--- config.mk ---
export PLATFORM = sky130hd
export DESIGN_NAME = lcd_pixel_write_sequencer
export DESIGN_NICKNAME = d
export VERILOG_FILES = /design/src/rtl/lpws_pkg.sv /design/src/rtl/lpws_front.sv /design/src/rtl/lpws_queue.sv /design/src/rtl/lpws_back.sv /design/src/rtl/lcd_pixel_write_sequencer.sv
export VERILOG_INCLUDE_DIRS = /design/src /design/src/rtl
export SDC_FILE = /design/constraint.sdc
export NUM_CORES = 1
export LEC_CHECK = 0
export ABC_AREA = 1
export ABC_CLOCK_PERIOD_IN_PS = 3200
export BUFFER_PORTS_ARGS = -buffer_cell sky130_fd_sc_hd__buf_2
export CAP_MARGIN = 15
export CORE_AREA = 2 2 141 143
export DETAILED_ROUTE_END_ITERATION = 16
export DIE_AREA = 0 0 143 145
export PLACE_DENSITY = 0.71
export SLEW_MARGIN = 20
export SYNTH_ARGS = -nofsm -noshare
export SYNTH_HDL_FRONTEND = slang
export SYNTH_HIERARCHICAL = 1
export SYNTH_SLANG_ARGS = --single-unit
--- constraint.sdc ---
create_clock -name clock -period 3.2 [get_ports clock]
set_input_delay 0.48 -clock clock [delete_from_list [all_inputs] [get_ports clock]]
set_output_delay 0.48 -clock clock [all_outputs]
set_load 0.03 [all_outputs]
--- src/rtl/lcd_pixel_write_sequencer_defines.svh ---
// Assertion macros shared by the pixel write sequencer RTL.
`ifndef LCD_PIXEL_WRITE_SEQUENCER_DEFINES_SVH
`define LCD_PIXEL_WRITE_SEQUENCER_DEFINES_SVH

// Same-cycle implication, disabled while reset is high.
`define LPWS_ASSERT_NOW(label, clk, rst, ante, cons, msg) \
   label: assert property (@(posedge clk) disable iff (rst) (ante) |-> (cons)) \
      else $error(msg);

// Next-cycle implication, disabled while reset is high.
`define LPWS_ASSERT_NEXT(label, clk, rst, ante, cons, msg) \
   label: assert property (@(posedge clk) disable iff (rst) (ante) |=> (cons)) \
      else $error(msg);

`endif

--- src/rtl/lpws_pkg.sv ---
// Types and constants of the LCD pixel write sequencer.
package lpws_pkg;

   // Pixel queue depth; must be a power of two so the pointers wrap.
   localparam int QDEPTH = 4;
   localparam int QPTR_W = $clog2(QDEPTH);
   localparam int QCNT_W = $clog2(QDEPTH + 1);

   // Reset values of the command registers.
   localparam logic [7:0] PAGE_COMMAND_RST   = 8'd117;
   localparam logic [7:0] COLUMN_COMMAND_RST = 8'd21;
   localparam logic [7:0] WRITE_COMMAND_RST  = 8'd92;
   localparam logic [7:0] END_PAGE_RST       = 8'd131;
   localparam logic [7:0] END_COLUMN_RST     = 8'd131;

   typedef enum logic [2:0] {
      CSR_PANEL_MODE     = 3'd0,
      CSR_PAGE_COMMAND   = 3'd1,
      CSR_COLUMN_COMMAND = 3'd2,
      CSR_WRITE_COMMAND  = 3'd3,
      CSR_END_PAGE       = 3'd4,
      CSR_END_COLUMN     = 3'd5
   } csr_index_type;

   typedef enum logic [3:0] {
      STEP_PAGE_CMD  = 4'd0,
      STEP_X         = 4'd1,
      STEP_X_END     = 4'd2,
      STEP_COL_CMD   = 4'd3,
      STEP_Y         = 4'd4,
      STEP_Y_END     = 4'd5,
      STEP_WRITE_CMD = 4'd6,
      STEP_COLOR0    = 4'd7,
      STEP_COLOR1    = 4'd8,
      STEP_COLOR2    = 4'd9
   } step_type;

   typedef struct packed {
      logic [7:0]  pixel_x;
      logic [7:0]  pixel_y;
      logic [11:0] pixel_color;
      logic        panel_mode;
   } item_type;

   typedef struct packed {
      logic [7:0] page_command;
      logic [7:0] column_command;
      logic [7:0] write_command;
      logic [7:0] end_page;
      logic [7:0] end_column;
   } csr_type;

endpackage

--- src/rtl/lpws_front.sv ---
// Front end: control registers and pixel intake into the queue.
module lpws_front
   import lpws_pkg::*;
(
   input  logic        clock,
   input  logic        reset,
   input  logic        csr_valid,
   output logic        csr_ready,
   input  logic [2:0]  csr_index,
   input  logic [7:0]  csr_data,
   input  logic        req_valid,
   output logic        req_stall,
   input  logic [7:0]  req_pixel_x,
   input  logic [7:0]  req_pixel_y,
   input  logic [11:0] req_pixel_color,
   input  logic        q_full,
   output logic        q_push,
   output item_type    q_item,
   output csr_type     csr_regs
);

   logic    panel_mode_ff, panel_mode_in;
   csr_type csr_ff, csr_in;
   logic    csr_wr;

   assign csr_ready = 1'b1;
   assign csr_wr    = csr_valid && csr_ready;

   always_comb begin
      panel_mode_in = panel_mode_ff;
      csr_in        = csr_ff;
      if (csr_wr) begin
         case (csr_index)
            CSR_PANEL_MODE:     panel_mode_in         = csr_data[0];
            CSR_PAGE_COMMAND:   csr_in.page_command   = csr_data;
            CSR_COLUMN_COMMAND: csr_in.column_command = csr_data;
            CSR_WRITE_COMMAND:  csr_in.write_command  = csr_data;
            CSR_END_PAGE:       csr_in.end_page       = csr_data;
            CSR_END_COLUMN:     csr_in.end_column     = csr_data;
            default:            panel_mode_in         = panel_mode_ff;
         endcase
      end
   end

   always_ff @(posedge clock) begin
      if (reset) begin
         panel_mode_ff         <= 1'b0;
         csr_ff.page_command   <= PAGE_COMMAND_RST;
         csr_ff.column_command <= COLUMN_COMMAND_RST;
         csr_ff.write_command  <= WRITE_COMMAND_RST;
         csr_ff.end_page       <= END_PAGE_RST;
         csr_ff.end_column     <= END_COLUMN_RST;
      end else begin
         panel_mode_ff <= panel_mode_in;
         csr_ff        <= csr_in;
      end
   end

   assign csr_regs = csr_ff;

   // Tag each pixel with the panel mode so the back end knows its word count.
   assign req_stall          = q_full;
   assign q_push             = req_valid && !q_full;
   assign q_item.pixel_x     = req_pixel_x;
   assign q_item.pixel_y     = req_pixel_y;
   assign q_item.pixel_color = req_pixel_color;
   assign q_item.panel_mode  = panel_mode_ff;

endmodule

--- src/rtl/lpws_queue.sv ---
// Short pixel queue between front and back end.
module lpws_queue
   import lpws_pkg::*;
(
   input  logic     clock,
   input  logic     reset,
   input  logic     push,
   input  item_type push_item,
   input  logic     pop,
   output item_type head_item,
   output logic     full,
   output logic     empty
);

`include "lcd_pixel_write_sequencer_defines.svh"

   item_type            mem_ff [QDEPTH];
   logic [QPTR_W-1:0]   wr_ptr_ff, wr_ptr_in;
   logic [QPTR_W-1:0]   rd_ptr_ff, rd_ptr_in;
   logic [QCNT_W-1:0]   count_ff, count_in;

   assign full      = (count_ff == QCNT_W'(QDEPTH));
   assign empty     = (count_ff == '0);
   assign head_item = mem_ff[rd_ptr_ff];

   always_comb begin
      wr_ptr_in = push ? wr_ptr_ff + QPTR_W'(1) : wr_ptr_ff;
      rd_ptr_in = pop  ? rd_ptr_ff + QPTR_W'(1) : rd_ptr_ff;
      count_in  = count_ff + QCNT_W'(push) - QCNT_W'(pop);
   end

   always_ff @(posedge clock) begin
      if (reset) begin
         wr_ptr_ff <= '0;
         rd_ptr_ff <= '0;
         count_ff  <= '0;
      end else begin
         wr_ptr_ff <= wr_ptr_in;
         rd_ptr_ff <= rd_ptr_in;
         count_ff  <= count_in;
      end
   end

   always_ff @(posedge clock) begin
      if (push) begin
         mem_ff[wr_ptr_ff] <= push_item;
      end
   end

   `LPWS_ASSERT_NOW(a_q_count_range, clock, reset, 1'b1, count_ff <= QCNT_W'(QDEPTH), "queue count beyond depth")
   `LPWS_ASSERT_NOW(a_q_no_pop_empty, clock, reset, pop, !empty, "pop from empty queue")
   `LPWS_ASSERT_NEXT(a_q_count_track, clock, reset, 1'b1, count_ff == $past(count_ff) + QCNT_W'($past(push)) - QCNT_W'($past(pop)), "queue count lost track")

endmodule

--- src/rtl/lpws_back.sv ---
// Back end: walks one pixel's word sequence into the result register.
module lpws_back
   import lpws_pkg::*;
(
   input  logic       clock,
   input  logic       reset,
   input  csr_type    csr_regs,
   input  logic       q_empty,
   input  item_type   q_item,
   output logic       q_pop,
   output logic       rsp_valid,
   input  logic       rsp_stall,
   output logic       rsp_is_data,
   output logic [7:0] rsp_byte_value,
   output logic       rsp_last_word
);

`include "lcd_pixel_write_sequencer_defines.svh"

   step_type   step_ff, step_in;
   logic       cur_valid_ff, cur_valid_in;
   item_type   cur_ff, cur_in;
   logic       rsp_valid_ff, rsp_valid_in;
   logic       rsp_is_data_ff;
   logic [7:0] rsp_byte_ff;
   logic       rsp_last_ff;

   logic       advance;
   logic       rsp_load;
   step_type   step_succ;
   logic       word_is_data;
   logic [7:0] word_byte;
   logic       word_last;
   logic [3:0] red, blue;

   assign advance = !rsp_valid_ff || !rsp_stall;
   assign red     = cur_ff.pixel_color[11:8];
   assign blue    = cur_ff.pixel_color[3:0];

   // Next state.
   always_comb begin
      case (step_ff)
         STEP_PAGE_CMD:  step_succ = STEP_X;
         STEP_X:         step_succ = STEP_X_END;
         STEP_X_END:     step_succ = STEP_COL_CMD;
         STEP_COL_CMD:   step_succ = STEP_Y;
         STEP_Y:         step_succ = STEP_Y_END;
         STEP_Y_END:     step_succ = STEP_WRITE_CMD;
         STEP_WRITE_CMD: step_succ = STEP_COLOR0;
         STEP_COLOR0:    step_succ = STEP_COLOR1;
         STEP_COLOR1:    step_succ = STEP_COLOR2;
         default:        step_succ = STEP_PAGE_CMD;
      endcase

      q_pop        = 1'b0;
      rsp_load     = 1'b0;
      cur_in       = cur_ff;
      cur_valid_in = cur_valid_ff;
      step_in      = step_ff;
      if (cur_valid_ff) begin
         if (advance) begin
            rsp_load = 1'b1;
            if (word_last) begin
               // Pick up the next pixel in the same cycle: no gap between pixels.
               if (!q_empty) begin
                  q_pop   = 1'b1;
                  cur_in  = q_item;
                  step_in = STEP_PAGE_CMD;
               end else begin
                  cur_valid_in = 1'b0;
               end
            end else begin
               step_in = step_succ;
            end
         end
      end else if (!q_empty) begin
         q_pop        = 1'b1;
         cur_in       = q_item;
         cur_valid_in = 1'b1;
         step_in      = STEP_PAGE_CMD;
      end
   end

   // Word for the current step.
   always_comb begin
      word_is_data = 1'b1;
      word_last    = 1'b0;
      case (step_ff)
         STEP_PAGE_CMD: begin
            word_is_data = 1'b0;
            word_byte    = csr_regs.page_command;
         end
         STEP_X:     word_byte = cur_ff.pixel_x;
         STEP_X_END: word_byte = cur_ff.panel_mode ? cur_ff.pixel_x : csr_regs.end_page;
         STEP_COL_CMD: begin
            word_is_data = 1'b0;
            word_byte    = csr_regs.column_command;
         end
         STEP_Y:     word_byte = cur_ff.pixel_y;
         STEP_Y_END: word_byte = cur_ff.panel_mode ? cur_ff.pixel_y : csr_regs.end_column;
         STEP_WRITE_CMD: begin
            word_is_data = 1'b0;
            word_byte    = csr_regs.write_command;
         end
         STEP_COLOR0: word_byte = cur_ff.pixel_color[11:4];
         STEP_COLOR1: begin
            word_byte = cur_ff.panel_mode ? {blue, 4'h0} : {blue, red};
            word_last = cur_ff.panel_mode;
         end
         STEP_COLOR2: begin
            word_byte = cur_ff.pixel_color[7:0];
            word_last = 1'b1;
         end
         default: word_byte = 8'h00;
      endcase
   end

   always_comb begin
      rsp_valid_in = rsp_valid_ff;
      if (rsp_load) begin
         rsp_valid_in = 1'b1;
      end else if (!rsp_stall) begin
         rsp_valid_in = 1'b0;
      end
   end

   always_ff @(posedge clock) begin
      if (reset) begin
         step_ff      <= STEP_PAGE_CMD;
         cur_valid_ff <= 1'b0;
         rsp_valid_ff <= 1'b0;
      end else begin
         step_ff      <= step_in;
         cur_valid_ff <= cur_valid_in;
         rsp_valid_ff <= rsp_valid_in;
      end
   end

   always_ff @(posedge clock) begin
      cur_ff <= cur_in;
      if (rsp_load) begin
         rsp_is_data_ff <= word_is_data;
         rsp_byte_ff    <= word_byte;
         rsp_last_ff    <= word_last;
      end
   end

   assign rsp_valid      = rsp_valid_ff;
   assign rsp_is_data    = rsp_is_data_ff;
   assign rsp_byte_value = rsp_byte_ff;
   assign rsp_last_word  = rsp_last_ff;

   `LPWS_ASSERT_NOW(a_bk_short_mode, clock, reset, cur_valid_ff && cur_ff.panel_mode, step_ff != STEP_COLOR2, "third colour word in second panel mode")
   `LPWS_ASSERT_NOW(a_bk_last_is_data, clock, reset, rsp_valid_ff && rsp_last_ff, rsp_is_data_ff, "last word flagged as command")
   `LPWS_ASSERT_NEXT(a_bk_load_start, clock, reset, q_pop, cur_valid_ff && step_ff == STEP_PAGE_CMD, "loaded pixel does not start at page command")

endmodule

--- src/rtl/lcd_pixel_write_sequencer.sv ---
// Top level of the LCD pixel write sequencer.
//
// Takes one pixel word (x, y, 12-bit color) on the req_ channel and returns
// the 9-bit SPI word sequence for it on the rsp_ channel, one word per cycle
// while rsp_stall is low: a data/command flag, a byte and a last-word flag on the final word.
// Panel mode 0 gives 10 words per pixel, panel mode 1 gives 9.
// The csr_ channel writes the panel mode and command bytes; csr_ready is
// always high; registers must be changed only while the block is idle, which the block does not enforce.
// A pixel is accepted when req_valid is high and req_stall low; req_stall
// rises only when the 4-entry pixel queue is full.
// The first word of a pixel passes through the queue, the back end's current
// pixel register and its result register. Throughput: one word per cycle
// while rsp_stall is low, from the single result register of the back end;
// consecutive pixels follow with no gap.
// When rsp_stall is high the current word holds and the sequence pauses;
// the queue keeps taking pixels until full.
// Reset (synchronous, active high) empties the queue, drops any sequence in
// progress and restores the register defaults.
module lcd_pixel_write_sequencer
   import lpws_pkg::*;
(
   input  logic        clock,
   input  logic        reset,
   input  logic        csr_valid,
   output logic        csr_ready,
   input  logic [2:0]  csr_index,
   input  logic [7:0]  csr_data,
   input  logic        req_valid,
   output logic        req_stall,
   input  logic [7:0]  req_pixel_x,
   input  logic [7:0]  req_pixel_y,
   input  logic [11:0] req_pixel_color,
   output logic        rsp_valid,
   input  logic        rsp_stall,
   output logic        rsp_is_data,
   output logic [7:0]  rsp_byte_value,
   output logic        rsp_last_word
);

   logic     q_push, q_pop, q_full, q_empty;
   item_type push_item, head_item;
   csr_type  csr_regs;

   lpws_front u_front (
      .clock           (clock),
      .reset           (reset),
      .csr_valid       (csr_valid),
      .csr_ready       (csr_ready),
      .csr_index       (csr_index),
      .csr_data        (csr_data),
      .req_valid       (req_valid),
      .req_stall       (req_stall),
      .req_pixel_x     (req_pixel_x),
      .req_pixel_y     (req_pixel_y),
      .req_pixel_color (req_pixel_color),
      .q_full          (q_full),
      .q_push          (q_push),
      .q_item          (push_item),
      .csr_regs        (csr_regs)
   );

   lpws_queue u_queue (
      .clock     (clock),
      .reset     (reset),
      .push      (q_push),
      .push_item (push_item),
      .pop       (q_pop),
      .head_item (head_item),
      .full      (q_full),
      .empty     (q_empty)
   );

   lpws_back u_back (
      .clock          (clock),
      .reset          (reset),
      .csr_regs       (csr_regs),
      .q_empty        (q_empty),
      .q_item         (head_item),
      .q_pop          (q_pop),
      .rsp_valid      (rsp_valid),
      .rsp_stall      (rsp_stall),
      .rsp_is_data    (rsp_is_data),
      .rsp_byte_value (rsp_byte_value),
      .rsp_last_word  (rsp_last_word)
   );

endmodule
# After elaboration in Yosys (flattened, before gate mapping)
# Memories as Yosys holds them, arrays and structs flattened. A register that Yosys moved wholly into a read port is not among the register bits.
# Cells that the tools add are included.
# word_totals
regBits	93
ram_bits	116
mem_bits_ro	64
input_bits	44
output_inout_bits	13
wordCells	90
memories	2
# op_classes
add_sub_neg	4
eq_ne	18
muxes	31
reduce_logical	16
# memory_table
memory	depth	word_bits	rd	rd_clocked_by_memory_dff	write_ports	line_no	rtl
u_queue.mem_ff	4	29	1	1	1	lpws_queue.sv:17	item_type mem_ff [QDEPTH];
(name not given)	16	4	1	1	0	lpws_back.sv:42	case (step_ff)
# ops
cell	n
$mux 29	4
$pmux 8 s10	1
$mux 4	7
$eq 4x3->1 const B	4
$mux 8	2
$mux 1	14
$reduce_and 2->1	7
$eq 3x3->1 const B	3
$eq 4x2->1 const B	2
$eq 4x4->1 const B	2
$eq 3x2->1 const B	2
$logic_not 3->1	2
$add 2x1->2 const B	2
$eq 4x1->1 const B	1
$logic_not 4->1	1
$mux 2	2
$ne 2x2->1 const B	2
$add 3x1->3	1
$eq 3x1->1 const B	1
$logic_not 1->1	3
$reduce_or 3->1	1
$sub 3x1->3	1
$ne 2x1->1 const B	1
$pmux 1 s2	1
2 further kinds	2

# Longest topological paths before layout
# logic_depth
ltp_word	7
depth_mapped	15
depth_no_buf	15

# Hierarchy
# Netlist, hierarchy kept.
# by_module_without_submodules
module	instances	cells_each	area_each_um2	seq_area_each_um2
lpws_queue	1	395	5108.6	3663.5
lpws_back	1	273	2493.6	1371.3
lpws_front	1	262	1886.8	820.8

# Worst setup path after synthesis
# No wires, ideal clock.
# synth_path
path_type	register to register
from	register u_back.step_ff[0]
to	register u_back.cur_ff, in the netlist u_back/blue[0] (enable)
setup_time_ns	0.457
t_arrival_ns	2.986
required_ns	2.743
slack_ns	-0.243
stages_incl_launch_ff	5
n_path_buf	0
period_less_slack_ns	3.443
cell_sequence	dfxtp_1 > nor2_4 > nand3_2 > nand3_2 > nor3b_1
# synth_via
elab_chain_cells	4
elab_cells_between_ends	5
cone_classes	eq/ne: 3; mux: 1; reduce/logical: 1
# synth_lines
element	line_no	rtl
from (decl)	lpws_back.sv:20	step_type step_ff, step_in;
from (signal assigned)	lpws_back.sv:133	step_ff <= step_in;
$eq 4x4->1	lpws_back.sv:88	case (step_ff)
$pmux 1 s2 (*)	lpws_back.sv:88	
$ne 2x2->1 (no source line) (*)	n/a	
$reduce_and 2->1 (no source line) (*)	n/a	
to (signal assigned)	lpws_back.sv:140	cur_ff <= cur_in;
to (decl)	lpws_back.sv:22	item_type cur_ff, cur_in;
# Every way passes the cells marked *; elsewhere a longest branch is shown, timed or not.
# A chain may end at the register's enable or synchronous reset.

# Worst setup path after layout
# layout_path
from	register u_back.step_ff[0]
to	register u_queue.count_ff[2]
# layout_via
elab_chain_cells	6
elab_cells_between_ends	7
cone_classes	add/sub: 1; eq/ne: 2; mux: 4
# layout_lines
element	line_no	rtl
$eq 4x4->1	lpws_back.sv:88	
$pmux 1 s2 (*)	lpws_back.sv:88	
$mux 1 (*)	lpws_back.sv:63	if (word_last) begin
$mux 1 (*)	lpws_back.sv:61	if (advance) begin
$mux 1 (*)	lpws_back.sv:60	if (cur_valid_ff) begin
net q_pop	lcd_pixel_write_sequencer.sv:40	logic q_push, q_pop, q_full, q_empty;
$sub 3x1->3 (*)	lpws_queue.sv:29	count_in = count_ff + QCNT_W'(push) - QCNT_W'(pop);
to (signal assigned)	lpws_queue.sv:40	count_ff <= count_in;
to (decl)	lpws_queue.sv:20	logic [QCNT_W-1:0] count_ff, count_in;
# The timed path passes the listed nets; every way through them passes the cells marked *.

==> flow_summary.json <==
{
  "run_status": "finished, final reports clean",
  "holdPathStages": 1,
  "initial_core_util": 0.4940,
  "clk_pin_slew_ns": 0.06,
  "dieArea_mm2": 0.02074,
  "h-tree-depth": 1,
  "drt_wl_total_um": 19440,
  "rsz0062_at_grt": "no",
  "gr-usage-all-layers": 0.1902,
  "tns_ns": 0,
  "fill_cells": 1682,
  "r2r-end": "u_queue/count_ff[2]$_SDFF_PP0_",
  "rr_worst_depth": 13,
  "drive_gt1_frac": 0.1524,
  "dp_hpwl_um": 13210,
  "grt_pass1_wl_um": 31080,
  "intPower_mw": 5.684,
  "layout_commonest_cell": "nand2_1",
  "cpMaxStageDelayCell": "dfxtp_1",
  "dr.pass1.iters": 5,
  "multi_input_area_mm2": 0.002726,
  "worst_pin_slew_ns": 0.6105,
  "crit_required_ns": 3.60,
  "fin_crit_sh": 0.8440,
  "postCtsSetupBuffers": 0,
  "maxSlewViolCount": 0,
  "cts-root-buf": "clkbuf_16",
  "seqPwrFrac": 0.469,
  "switching_share": 0.3247,
  "powerDensity_mw_per_mm2": 801.6,
  "min_from": "req_pixel_color[10]",
  "final-seq-area_mm2": 0.005861,
  "slowest_delay_ns": 0.48,
  "io_pins": 57,
  "hp-class": "input pin to flop",
  "cts.sinks": 215,
  "cts_max_path_buffers": 3,
  "m1WireLength_um": 8890,
  "core_area_mm2": 0.01921,
  "worst_ep_arrival_time_ns": 3.10,
  "postCtsHoldBufs": 0,
  "combinationalPowerShare": 0.231,
  "gp_congestion": 0.8952,
  "cts_tree": "yes",
  "seq_area_frac_synth": 0.6171,
  "clock_skew_ns": 0.01622,
  "ys_seq_elements": 215,
  "synth_nets": 984,
  "overflow": 0,
  "ant_nets": 0,
  "finalSetupViolCount": 0,
  "via_count": 6288,
  "fp.dieW_um": 143,
  "wl_per_cell_um": 15.64,
  "rows": 51,
  "hold_viol": 0,
  "worst_setup_path_start_kind": "flop",
  "crit_path_end_kind": "flop",
  "grt_max_degree": 61,
  "grt_pass1_vias": 5904,
  "relSlewSlack": 0.5930,
  "finalNetCount": 1015,
  "ctsResizeCount": 0,
  "r2r-start": "u_back/step_ff[0]$_SDFFE_PP0N_",
  "min_period_ns": 2.701,
  "routed_via_density": 5.059,
  "topRoutingLayerUsed": "met4",
  "drt_iter0_markers": 510,
  "path_class": "flop to flop",
  "antenna_found_initial": 0,
  "syn_to_final_growth_pct": 10.67,
  "fin_area_mm2": 0.01050,
  "peakVddDrop_uv": 474.3,
  "path_cells": "inv_2 -> nor2_2 -> nand2_2 -> nand3_2 -> nor3b_1 -> ha_1 -> inv_1 -> ha_1 -> fa_1 -> inv_1 -> nand3_1 -> nand2_1 -> nor2_1",
  "hold_path_end": "u_queue/mem_ff[0][11]$_DFFE_PP_",
  "cap_viol_max_count": 0,
  "syn_area_per_cell_um2": 10.20,
  "synth_cells": 930,
  "route.met2.wl_um": 9132,
  "met3_length_um": 895,
  "fp.dieH_um": 145,
  "clk_latency_ns": 0.52,
  "netlist_area_mm2": 0.009489,
  "p_clk_frac": 0.301,
  "placed_area_mm2": 0.009779,
  "p_leak_nw": 4.286,
  "drc_errors": 0,
  "switchingPower_mw": 2.733,
  "synthDistinctLibCells": 42,
  "mostFrequentLayoutCells": "nand2_1, edfxtp_1, inv_1",
  "cts_made_buffers": 23,
  "port_buffers": 55,
  "worstPathMaxFanout": 13,
  "antenna-diode-count": 0,
  "ys_warn_count": 6,
  "r2r_slack_ns": 0.50,
  "timing.fmax_mhz": 370.2
}
[through the flow]
step             util  hold slack, ns  total power, mW  instances  setup slack (ns)
6_report       0.5467          0.1720            8.418       1243            0.4991
5_1_grt        0.5467          0.1534            8.890       1243            0.2392
4_1_cts        0.5467          0.1493            8.476       1243            0.5040
3_5_place_dp   0.5092          0.4507            5.946       1201            0.5125
3_3_place_gp   0.5092          0.4398            5.906       1201            0.6132
2_1_floorplan       -          0.4233            5.366        930            0.7793
[cells by family after synthesis]
logic type / synth area share
flops: 0.6171
compound gates: 0.1067
fa+ha+maj: 0.01398
other cells: 0.0003952
buf+inv: 0.09678
simple gates: 0.1651
[critical path, delay by kind of cell (launching register included)]
family | cells | cell delay [ns]
DFF | 1 | 0.48
and+or+nand+nor | 7 | 1.16
buffers and inverters | 3 | 0.17
adders and majority gates | 3 | 0.78
[metal layers]
layer,track usage,vias to the layer above
li1,-,3132
met1,0.2676,2964
met2,0.3050,155
met3,0.03333,37
met4,0.05149,0
met5,0,-
[sequential cells by signal (all words and copies together), names as in the netlist, 2 cells and up, named ones only]
name                   count
u_queue/count_ff           3
u_queue/wr_ptr_ff          2
u_back/blue                4
u_back/step_ff             4
u_front/csr_regs          40
u_back/step_succ           4
u_queue/mem_ff           116
u_back/rsp_byte_value      8
u_back/cur_ff             25
u_queue/rd_ptr_ff          2
[layout make-up]
type	instances	area share
multi-input cells	525	0.2596
well taps	265	0.03157
clock buffers	35	0.06100
clock inverters	7	0.007745
flip-flops and latches	215	0.5581
repair buffers	66	0.03527
inverters	130	0.04671
[synthesized netlist by cell type (all sizes together)]
cell / count / area [um2]
nor4: 1 / 6.260
inv: 127 / 479.2
o21ai: 51 / 259.0
buf: 53 / 401.6
nor3: 2 / 10.01
nand4: 7 / 43.79
o221ai: 1 / 8.760
a221oi: 2 / 17.52
nand3b: 1 / 7.510
a211oi: 3 / 22.52
a21boi: 4 / 30.03
o31ai: 1 / 7.510
o2111ai: 1 / 8.760
dfxtp: 60 / 1201
a31oi: 1 / 6.260
nand2: 211 / 824.5
a21oi: 54 / 270.3
nand3: 54 / 280.3
clkinv: 3 / 11.26
conb: 1 / 3.750
nor3b: 2 / 15.01
clkbuf: 7 / 26.28
nor2: 81 / 379.1
o32ai: 3 / 26.28
o22ai: 4 / 25.02
edfxtp: 155 / 4654
fa: 1 / 20.02
o211ai: 30 / 330.3
ha: 9 / 112.6
[worst max-delay path by stage]
stage	endpoint	depth (start not counted)	slack, ns	start
6_report	u_queue/count_ff[2]$_SDFF_PP0_	13	0.50	u_back/step_ff[0]$_SDFFE_PP0N_
5_1_grt	u_queue/count_ff[2]$_SDFF_PP0_	13	0.24	u_back/step_ff[0]$_SDFFE_PP0N_
4_1_cts	u_queue/count_ff[2]$_SDFF_PP0_	13	0.50	u_back/step_ff[0]$_SDFFE_PP0N_
3_5_place_dp	u_queue/count_ff[2]$_SDFF_PP0_	13	0.51	u_back/step_ff[0]$_SDFFE_PP0N_
3_3_place_gp	u_queue/count_ff[2]$_SDFF_PP0_	13	0.61	u_back/step_ff[0]$_SDFFE_PP0N_
2_1_floorplan	u_back/blue[0]$_DFFE_PP_	4	0.78	u_back/step_ff[0]$_SDFFE_PP0N_
[power groups by stage]
stage | combinational [mW] | sequential [mW] | clock (mW)
after detailed placement | 1.94 | 4.00 | 0
after floorplan | 1.45 | 3.92 | 0
after global routing | 2.18 | 4.00 | 2.71
after CTS | 1.95 | 3.95 | 2.58
final | 1.94 | 3.94 | 2.53
after global placement | 1.92 | 3.98 | 0
(Power assumes the default switching activity.)
